File: src/design/mls_pkg.sv
package mls_pkg;

	localparam int NUM_PORTS     = 16;
	localparam int TABLE_ENTRIES = 64;

	// table is banked into lanes, one row of lanes read per cycle
	localparam int LANES  = 4;
	localparam int LANE_W = $clog2(LANES);
	localparam int ROWS   = TABLE_ENTRIES / LANES;
	localparam int ROW_W  = (ROWS > 1) ? $clog2(ROWS) : 1;
	localparam int IDX_W  = ROW_W + LANE_W;

	localparam int MAC_W      = 48;
	localparam int PORT_W     = 4;
	localparam int TIME_W     = 32;
	localparam int MASK_W     = 16;
	localparam int PCNT_W     = 5;
	localparam int CFG_IDX_W  = 2;
	localparam int CFG_DATA_W = 32;
	localparam int GROUP_BIT  = 40;

	localparam int QDEPTH = 2;
	localparam int QPTR_W = (QDEPTH > 1) ? $clog2(QDEPTH) : 1;

	localparam logic [PCNT_W-1:0] PORT_COUNT_RST = PCNT_W'(16);
	localparam logic [TIME_W-1:0] AGE_LIMIT_RST  = TIME_W'(300);

	localparam logic [CFG_IDX_W-1:0] CFG_PORT_COUNT = 2'd0;
	localparam logic [CFG_IDX_W-1:0] CFG_AGE_LIMIT  = 2'd1;

	localparam logic [1:0] ACT_FLOOD = 2'd0;
	localparam logic [1:0] ACT_FWD   = 2'd1;
	localparam logic [1:0] ACT_DROP  = 2'd2;

	localparam logic [1:0] LEARN_REFRESH = 2'd0;
	localparam logic [1:0] LEARN_NEW     = 2'd1;
	localparam logic [1:0] LEARN_FULL    = 2'd2;

	typedef struct packed {
		logic [PORT_W-1:0] in_port;
		logic [MAC_W-1:0]  src_mac;
		logic [MAC_W-1:0]  dst_mac;
		logic [TIME_W-1:0] stamp;
		logic              grp_dst;
		logic              same_mac;
		logic [MASK_W-1:0] flood_mask;
	} item_t;

	typedef struct packed {
		logic [MAC_W-1:0]  mac;
		logic [PORT_W-1:0] port;
		logic [TIME_W-1:0] stamp;
	} entry_t;

	typedef struct packed {
		logic [1:0]        action;
		logic [PORT_W-1:0] out_port;
		logic [MASK_W-1:0] port_mask;
		logic [1:0]        learn_status;
	} result_t;

	typedef struct packed {
		logic  full;
		logic  empty;
	} q_status_t;

endpackage

File: src/design/mls_fifo.sv
module mls_fifo (
	input  logic               clk,
	input  logic               arst_n,
	input  logic               push,
	input  mls_pkg::item_t     wdata,
	input  logic               pop,
	output mls_pkg::item_t     rdata,
	output mls_pkg::q_status_t status
);
	import mls_pkg::*;

	item_t             mem_q [QDEPTH];
	logic [QPTR_W-1:0] wptr_q;
	logic [QPTR_W-1:0] rptr_q;
	logic [QPTR_W:0]   count_q;

	assign status.full  = (count_q == (QPTR_W+1)'(QDEPTH));
	assign status.empty = (count_q == '0);
	assign rdata        = mem_q[rptr_q];

	always_ff @(posedge clk) begin
		if (push) begin
			mem_q[wptr_q] <= wdata;
		end
	end

	always_ff @(posedge clk or negedge arst_n) begin
		if (!arst_n) begin
			wptr_q  <= '0;
			rptr_q  <= '0;
			count_q <= '0;
		end else begin
			if (push) begin
				wptr_q <= (wptr_q == QPTR_W'(QDEPTH-1)) ? '0 : wptr_q + QPTR_W'(1);
			end
			if (pop) begin
				rptr_q <= (rptr_q == QPTR_W'(QDEPTH-1)) ? '0 : rptr_q + QPTR_W'(1);
			end
			if (push && !pop) begin
				count_q <= count_q + (QPTR_W+1)'(1);
			end else if (pop && !push) begin
				count_q <= count_q - (QPTR_W+1)'(1);
			end
		end
	end

endmodule

File: config.mk
export PLATFORM = sky130hd
export DESIGN_NAME = mls_fifo
export DESIGN_NICKNAME = d
export VERILOG_FILES = /design/src/design/mls_pkg.sv /design/src/design/mls_fifo.sv
export SDC_FILE = /design/constraint.sdc
export NUM_CORES = 1
export LEC_CHECK = 0
export ABC_AREA = 1
export BUFFER_PORTS_ARGS = -buffer_cell sky130_fd_sc_hd__clkbuf_2
export CAP_MARGIN = 20
export CORE_MARGIN = 2
export CORE_UTILIZATION = 47
export DETAILED_ROUTE_END_ITERATION = 10
export PLACE_DENSITY = 0.75
export SYNTH_ARGS = -nofsm -noshare
export SYNTH_HDL_FRONTEND = slang
export SYNTH_SLANG_ARGS = --single-unit
File: constraint.sdc
create_clock -name clk -period 7 [get_ports clk]
set_clock_uncertainty 0.2 [all_clocks]
set_input_delay 2.1 -clock clk [delete_from_list [all_inputs] [get_ports clk]]
set_output_delay 2.1 -clock clk [all_outputs]
set_load 0.01 [all_outputs]
==> impl_metrics.tcl <==
set metrics [dict create \
    synth_top_area_frac 0.791 \
    syn2layout_area_growth_pct 24.5 \
    synthCells 492 \
    detail-route-antenna-nets 0 \
    grt_pass1_wl_um 31300 \
    io_buffers 305 \
    cts-htree-levels 1 \
    drv_slew 0 \
    ys_seq_elements 304 \
    drt-pass1-iter-count 4 \
    fin_crit_sh 0.703 \
    async_flop_share 0.0132 \
    regArea_um2 9110 \
    synth_area_um2 11400 \
    grt_usage 0.156 \
    tightest_slew_ns 1.10 \
    endpoint "rdata[10]" \
    fp.dieArea_um2 25500 \
    drive_gt1_frac 0.599 \
    cts_tree "yes" \
    clk_pin_slew_ns 0.06 \
    rr_startpoint "wptr_q$_DFFE_PN0P_" \
    ys_warn_count 0 \
    cts_hold_buffers 0 \
    min_path_type "reg2reg" \
    leakagePower_nw 5.67 \
    synth_area_leader_cell "edfxtp_1" \
    cts_resized 0 \
    synthTopCellsByArea "edfxtp_1, mux2_4, mux2_2" \
    worst_slew_margin_rel 0.270 \
    grt_pass1_vias 5892 \
    synth_edf_count 300 \
    fin_total_pwr_mw 5.74 \
    clock_path_buffers 3 \
    synth_fp_nets 647 \
    worst_slack_ns 2.08 \
    layout.nets 973 \
    drt_wl_total_um 20700 \
    drt_iter0_markers 370 \
    num_antenna_cells 0 \
    ys_seq_area_frac 0.799 \
    crit_required_ns 4.70 \
    min_period_ns 4.92 \
    max_cap_violations 0 \
    vdd_ir_drop_max_mv 0.342 \
    worstReg2RegEnd "mem_q[0][93]$_DFFE_PP_" \
    hold_violations 0 \
    cts_inserted_buffers 30 \
    setup_tns_ns 0 \
    start_util 0.483 \
    status "completed" \
    yosysMostFrequentCell "edfxtp_1" \
    row_count 56 \
    drt-vias-per-instance 4.87 \
    insertion_delay_ns 0.54 \
    antenna_found_initial 0 \
    final-setup-viol-count 0 \
    cp-end-kind "primary output" \
    wire_per_inst_um 17.9 \
    core_um2 23600 \
    cts_root_buf "clkbuf_16" \
    synthTopCellsByCount "edfxtp_1, mux2_4, mux2_2, buf_6, inv_1" \
    critPathKind "reg2out" \
    rrSetupSlack_ns 4.96 \
    synth_ff_type "edfxtp_1" \
    post-route-drc-count 0 \
    fmax_ghz 0.203 \
    reg2reg_depth 2 \
    grt_max_degree 137 \
    dp_slack_ns 2.63 \
    pin_count 306 \
    postCtsSetupBuffers 0 \
    dr_total_vias 5655 \
    synth_cell_types 14 \
    dpl.hpwl_um 13500 \
    overflow 0 \
    fillers 1724 \
    gp_congestion 0.742 \
    die_y_um 160 \
    syn_avg_cell_area_um2 23.2 \
    die_x_um 160 \
    power.density_nw_per_um2 405 \
    crit_path_start "rptr_q$_DFFE_PN0P_" \
    path_max_fanout 62 \
    rsz0062_at_grt "no" \
    multi_input_area_um2 2110 \
    cts_sinks 304 \
    startpoint_type "register" \
    critPathArrivalTime_ns 2.62 \
]
[placed cells by master, fill, tap and decap left out, types with 2 or more instances in the layout]
cell and instances:
dfrtp_1 3, clkbuf_16 31, buf_12 2, clkbuf_2 305, nor2_1 2, mux2_4 90, buf_4 4, clkinv_2 4
clkinv_1 6, mux2_2 60, edfxtp_1 300, inv_1 6, clkbuf_8 3, nand2_1 5, clkbuf_1 10, xor2_1 2
[where the power goes]
group	total, mW	leakage [nW]	internal (mW)	switching [mW]
logic	1.68	2.36	0.833	0.843
clock network	1.49	0.455	0.876	0.615
registers	2.57	2.86	2.42	0.154
total	5.74	5.67	4.13	1.61
[how the worst min path moves through the flow]
stage / startpoint / slack [ns] / endpoint / cells after the start
final: count_q[1]$_DFFE_PN0P_ / 0.31 / count_q[1]$_DFFE_PN0P_ / 2
after global routing: count_q[1]$_DFFE_PN0P_ / 0.33 / count_q[1]$_DFFE_PN0P_ / 2
after CTS: count_q[1]$_DFFE_PN0P_ / 0.31 / count_q[1]$_DFFE_PN0P_ / 2
after detailed placement: count_q[1]$_DFFE_PN0P_ / 0.29 / count_q[1]$_DFFE_PN0P_ / 2
after global placement: count_q[1]$_DFFE_PN0P_ / 0.28 / count_q[1]$_DFFE_PN0P_ / 2
after floorplan: count_q[1]$_DFFE_PN0P_ / 0.26 / count_q[1]$_DFFE_PN0P_ / 2
[per-layer routing]
metal | global-route usage | part of all wire | wire length [µm] | up-vias
met5 | 0 | 0 | 0 | -
met1 | 0.196 | 0.40 | 8290 | 2767
met3 | 0.0426 | 0.081 | 1690 | 39
met2 | 0.267 | 0.49 | 10200 | 249
met4 | 0.0446 | 0.028 | 583 | 0
li1 | - | - | - | 2600
[worst max-delay path: stages, from the launching register on]
cell	delay (ns)
dfrtp_4	1.01
buf_12	0.46
mux2_2	0.40
clkbuf_2	0.13
[cell type report]
class,count,area share
Inverter,7,0.00220
Clock buffer,44,0.0602
Sequential cell,304,0.642
Timing Repair Buffer,311,0.113
Multi-Input combinational cell,164,0.149
Tap cell,319,0.0281
Clock inverter,12,0.00564
[sequential cells by signal (all words and copies together), names as in the netlist]
register and count:
rptr_q 1, wptr_q 1, count_q 2, mem_q 300
[logic make-up (layout without fill, tap and decap cells)]
group                    after synthesis  count (layout)  synth area share
AND/OR/NAND/NOR                       10              10           0.00362
buffers and inverters                 24             374            0.0158
multiplexers                         150             150             0.178
flip-flops                           304             304             0.799
XOR/XNOR                               3               3           0.00231
adder cells (fa/ha/maj)                1               1           0.00110
[through the flow]
stage	util	instance area [µm²]	std cells	hold WS (ns)
3_5_place_dp	0.561	13300	1105	0.291
2_1_floorplan	-	11400	492	0.263
4_1_cts	0.601	14200	1161	0.308
5_1_grt	0.601	14200	1161	0.326
6_report	0.601	14200	1161	0.314
3_3_place_gp	0.561	13300	1105	0.279
(Power assumes the default switching activity.)
