File: config.mk
export PLATFORM = sky130hd
export DESIGN_NAME = mls_front
export DESIGN_NICKNAME = d
export VERILOG_FILES = /design/src/design/mls_pkg.sv /design/src/design/mls_front.sv
export SDC_FILE = /design/constraint.sdc
export NUM_CORES = 1
export LEC_CHECK = 0
export BUFFER_PORTS_ARGS = -buffer_cell sky130_fd_sc_hd__buf_2
export CAP_MARGIN = 20
export CORE_AREA = 5 5 110 112
export DETAILED_ROUTE_END_ITERATION = 8
export DIE_AREA = 0 0 115 117
export PLACE_DENSITY = 0.55
export SYNTH_ARGS = -nofsm -noshare
export SYNTH_HDL_FRONTEND = slang
export SYNTH_SLANG_ARGS = --single-unit
export TNS_END_PERCENT = 100
File: constraint.sdc
create_clock -name vclk -period 0.8
set_input_delay 0 -clock vclk [all_inputs]
set_output_delay 0 -clock vclk [all_outputs]
set_load 0.005 [all_outputs]
File: src/design/mls_pkg.sv
package mls_pkg;

	localparam int NUM_PORTS     = 16;
	localparam int TABLE_ENTRIES = 64;

	// table is banked into lanes, one row of lanes read per cycle
	localparam int LANES  = 4;
	localparam int LANE_W = $clog2(LANES);
	localparam int ROWS   = TABLE_ENTRIES / LANES;
	localparam int ROW_W  = (ROWS > 1) ? $clog2(ROWS) : 1;
	localparam int IDX_W  = ROW_W + LANE_W;

	localparam int MAC_W      = 48;
	localparam int PORT_W     = 4;
	localparam int TIME_W     = 32;
	localparam int MASK_W     = 16;
	localparam int PCNT_W     = 5;
	localparam int CFG_IDX_W  = 2;
	localparam int CFG_DATA_W = 32;
	localparam int GROUP_BIT  = 40;

	localparam int QDEPTH = 2;
	localparam int QPTR_W = (QDEPTH > 1) ? $clog2(QDEPTH) : 1;

	localparam logic [PCNT_W-1:0] PORT_COUNT_RST = PCNT_W'(16);
	localparam logic [TIME_W-1:0] AGE_LIMIT_RST  = TIME_W'(300);

	localparam logic [CFG_IDX_W-1:0] CFG_PORT_COUNT = 2'd0;
	localparam logic [CFG_IDX_W-1:0] CFG_AGE_LIMIT  = 2'd1;

	localparam logic [1:0] ACT_FLOOD = 2'd0;
	localparam logic [1:0] ACT_FWD   = 2'd1;
	localparam logic [1:0] ACT_DROP  = 2'd2;

	localparam logic [1:0] LEARN_REFRESH = 2'd0;
	localparam logic [1:0] LEARN_NEW     = 2'd1;
	localparam logic [1:0] LEARN_FULL    = 2'd2;

	typedef struct packed {
		logic [PORT_W-1:0] in_port;
		logic [MAC_W-1:0]  src_mac;
		logic [MAC_W-1:0]  dst_mac;
		logic [TIME_W-1:0] stamp;
		logic              grp_dst;
		logic              same_mac;
		logic [MASK_W-1:0] flood_mask;
	} item_t;

	typedef struct packed {
		logic [MAC_W-1:0]  mac;
		logic [PORT_W-1:0] port;
		logic [TIME_W-1:0] stamp;
	} entry_t;

	typedef struct packed {
		logic [1:0]        action;
		logic [PORT_W-1:0] out_port;
		logic [MASK_W-1:0] port_mask;
		logic [1:0]        learn_status;
	} result_t;

	typedef struct packed {
		logic  full;
		logic  empty;
	} q_status_t;

endpackage

File: src/design/mls_front.sv
module mls_front (
	input  logic                      start,
	output logic                      busy,
	input  logic [mls_pkg::PORT_W-1:0] in_port,
	input  logic [mls_pkg::MAC_W-1:0]  src_mac,
	input  logic [mls_pkg::MAC_W-1:0]  dst_mac,
	input  logic [mls_pkg::TIME_W-1:0] arrival_time,
	input  logic [mls_pkg::PCNT_W-1:0] port_count,
	input  mls_pkg::q_status_t         q_status,
	output logic                      push,
	output mls_pkg::item_t            item
);
	import mls_pkg::*;

	logic [PCNT_W-1:0] n_ports;
	logic [MASK_W-1:0] flood;

	assign busy = q_status.full;
	assign push = start && !q_status.full;

	// flood set: ports below the saturated port count, ingress excluded
	assign n_ports = (port_count > PCNT_W'(NUM_PORTS)) ? PCNT_W'(NUM_PORTS) : port_count;

	always_comb begin
		for (int i = 0; i < MASK_W; i++) begin
			flood[i] = (PCNT_W'(i) < n_ports) && (PORT_W'(i) != in_port);
		end
	end

	always_comb begin
		item.in_port    = in_port;
		item.src_mac    = src_mac;
		item.dst_mac    = dst_mac;
		item.stamp      = arrival_time;
		item.grp_dst    = dst_mac[GROUP_BIT];
		item.same_mac   = (dst_mac == src_mac);
		item.flood_mask = flood;
	end

endmodule

==> impl_metrics.ini <==
[outcome]
result_of_the_run = complete, but fails checks
violations = setup timing

[synth]
synth.distinct_cells = 21
synthCells = 244
yosysTopAreaCellShare_pct = 56.0
number_of_nets_in_the_synthesized_netlist = 384
seq_area_frac_synth_pct = 0
synthesis.area_per_instance_um2 = 7.36
ys_warn_count = 0
post_synth_main_area_contributors = sky130_fd_sc_hd__buf_4 (56%), sky130_fd_sc_hd__xor2_1 (23%), sky130_fd_sc_hd__nor4_1 (4.2%), sky130_fd_sc_hd__a22oi_1 (2.9%), sky130_fd_sc_hd__a31oi_1 (1.7%)
synth_area_mm2 = 0.00180
synth_top_cell_by_area = sky130_fd_sc_hd__buf_4

[worst_setup_path]
timing.critical_path.slowest_stage_cell = sky130_fd_sc_hd__nor4_2
critical_path.max_stage_delay_ps = 380
crit_path_cell_trace = buf_6 -> xor2_1 -> nor4_2 -> buf_4 -> nand4_1 -> nor3_2 -> buf_2
cp-start-kind = input pin
crit_path_end_kind = primary output
criticalPathCategory = input pin to primary output
critPathArrivalTime_ps = 1260
data_required_time_of_the_worst_path_ps = 800
cp_max_fo = 2

[worst_hold_path]
worstHoldPathType = input pin to primary output
hold_path_depth = 0

[finish]
most-common-layout-cells = sky130_fd_sc_hd__buf_2 (223), sky130_fd_sc_hd__xor2_1 (48), sky130_fd_sc_hd__buf_4 (25), sky130_fd_sc_hd__nor4_1 (9), sky130_fd_sc_hd__a22oi_1 (7)
drive_above_1_share_pct = 72.3
fillCellCount = 1264
mostFrequentLayoutCell = sky130_fd_sc_hd__buf_2
layout.cell_area.non_filler_mm2 = 0.00233
layout.core_utilization_pct = 20.9
layout.nets = 500
clock_buffers = 0
diodes = 0
seq_cells = 0
flow.area_growth_from_synthesis_pct = 29.7
seqCellArea_um2 = 0

[pwr]
power-per-cell-area_mw_per_mm2 = 517
switchingPower_uw = 565
irDropWorstVdd_mv = 0.168
power_frac_clock_pct = 0
power.switching_fraction_pct = 46.9
p_int_uw = 639
power.combinational.fraction_pct = 100.0
pleak_nw = 1.31
power.sequential.fraction_pct = 0

[timing]
sum_neg_setup_slack_ps = -460
postLayoutSetupSlackWorst_ps = -460
timing.final.setup_violations = 1
hold_viol_final = 0
finalCritPeriodShare_pct = 157
finalWorstPathRequiredPeriod_ps = 1260
slew_violations = 0
fmax_achieved_mhz = 794
grt_setup_unrepaired = true
worst_tran_pin_value_ps = 336
slew-limit-headroom_pct = 77.4

[floorplan]
initial_core_util_pct = 16.1
boundaryPins = 292
design.die.area_mm2 = 0.0135
floorplan.die.height_um = 117
die_x_um = 115
core_mm2 = 0.0111
fp-row-count = 39

[placed_design]
dpl_cell_area_mm2 = 0.00228
globalplace.congestion = 0.746
dp_hpwl_um = 5980
portBuffers = 227

[global_route]
met3_usage_pct = 1.59
first_global_vias = 1773
grt_first_pass_wirelength_um = 8530
grt_max_degree = 12
grt_busiest_layer = met2
global_route.overflow_total = 0
globalRouteTotalUtil_pct = 7.57
groute.layer.met1.usage_pct = 9.17
grt_use_met2_pct = 14.0
antenna_found_initial = 0

[route]
first_iter_violations = 101
via_count = 1895
ant_nets = 0
drt-vias-per-instance = 3.78
routed_wl_um = 6430
drt_pass1_iterations = 4
route.detailed.drc = 0
avgRoutedWirePerCell_um = 12.8

[clocking]
postCtsHoldBufs = 0
cts_post_setup_buffers_inserted = 0

[flow_run]
drv_cap = 0
## what timing repair did
item | in CTS | in global routing
resized for setup | 6 | 4
pin swaps | 6 | 0
setup endpoints to repair | 1 | 7
## layer usage
layer | vias to the layer above | routed length (um)
met1 | 843 | 2210
met4 | 0 | 96
met5 | - | 0
met3 | 14 | 819
met2 | 133 | 3310
li1 | 905 | -
## worst max-delay path, delay by kind of cell
kind,cells,cell delay (ps)
and+or+nand+nor,3,700
xor gates and xnor gates,1,150
buffers and inverters,3,410
## metrics by stage
| stage | total power [mW] | instances | hold WS [ps] | setup slack (ps) |
|---|---|---|---|---|
| 3_5_place_dp | 1.19 | 501 | 0.0346 | -721 |
| 6_report | 1.20 | 501 | 0.00197 | -460 |
| 4_1_cts | 1.22 | 501 | 0.0346 | -510 |
| 3_3_place_gp | 1.18 | 501 | 0.0346 | -750 |
| 5_1_grt | 1.33 | 501 | 0.00796 | -556 |
| 2_1_floorplan | 0.828 | 244 | 30.2 | 81.6 |
## path summary, 6_finish.rpt
path	startpoint	endpoint	slack (ps)
max	dst_mac[47]	item[16]	-460
min	arrival_time[4]	item[22]	0.002
## Yosys cell counts
cell type                    n
sky130_fd_sc_hd__xor2_1     48
sky130_fd_sc_hd__o31ai_1     1
sky130_fd_sc_hd__a31oi_1     5
sky130_fd_sc_hd__nand4_1     3
sky130_fd_sc_hd__nand3_1     1
sky130_fd_sc_hd__nor4_1     12
sky130_fd_sc_hd__o21ai_0     2
sky130_fd_sc_hd__nand2b_1    1
sky130_fd_sc_hd__nor2b_1     4
sky130_fd_sc_hd__inv_1       3
sky130_fd_sc_hd__o211ai_1    1
sky130_fd_sc_hd__a22oi_1     7
sky130_fd_sc_hd__a32oi_1     2
sky130_fd_sc_hd__nand2_1     2
sky130_fd_sc_hd__nor3_1      1
sky130_fd_sc_hd__clkbuf_1    4
sky130_fd_sc_hd__a41oi_1     3
sky130_fd_sc_hd__a21oi_1     3
sky130_fd_sc_hd__nor3_2      1
sky130_fd_sc_hd__buf_4     134
sky130_fd_sc_hd__nor2_1      6
## cell type report
class	instances	area, um^2	share of cell area [%]
repair buffers	252	1350	57.9
multi-input cells	103	790	33.9
well taps	143	179	7.68
inverters	3	11.3	0.484
## logic make-up after synthesis
family,Yosys count,synth area share [%]
AOI/OAI and AO/OA,24,9.34
xor gates and xnor gates,48,23.4
buffers and inverters,141,57.5
and+or+nand+nor,31,9.76
## power groups by stage
stage	Clock (mW)	Sequential [mW]	Combinational, mW
after floorplan	0	0	0.828
after global placement	0	0	1.18
after detailed placement	0	0	1.19
after CTS	0	0	1.22
after global routing	0	0	1.33
final	0	0	1.20
Power figures use the tool's default switching activity.
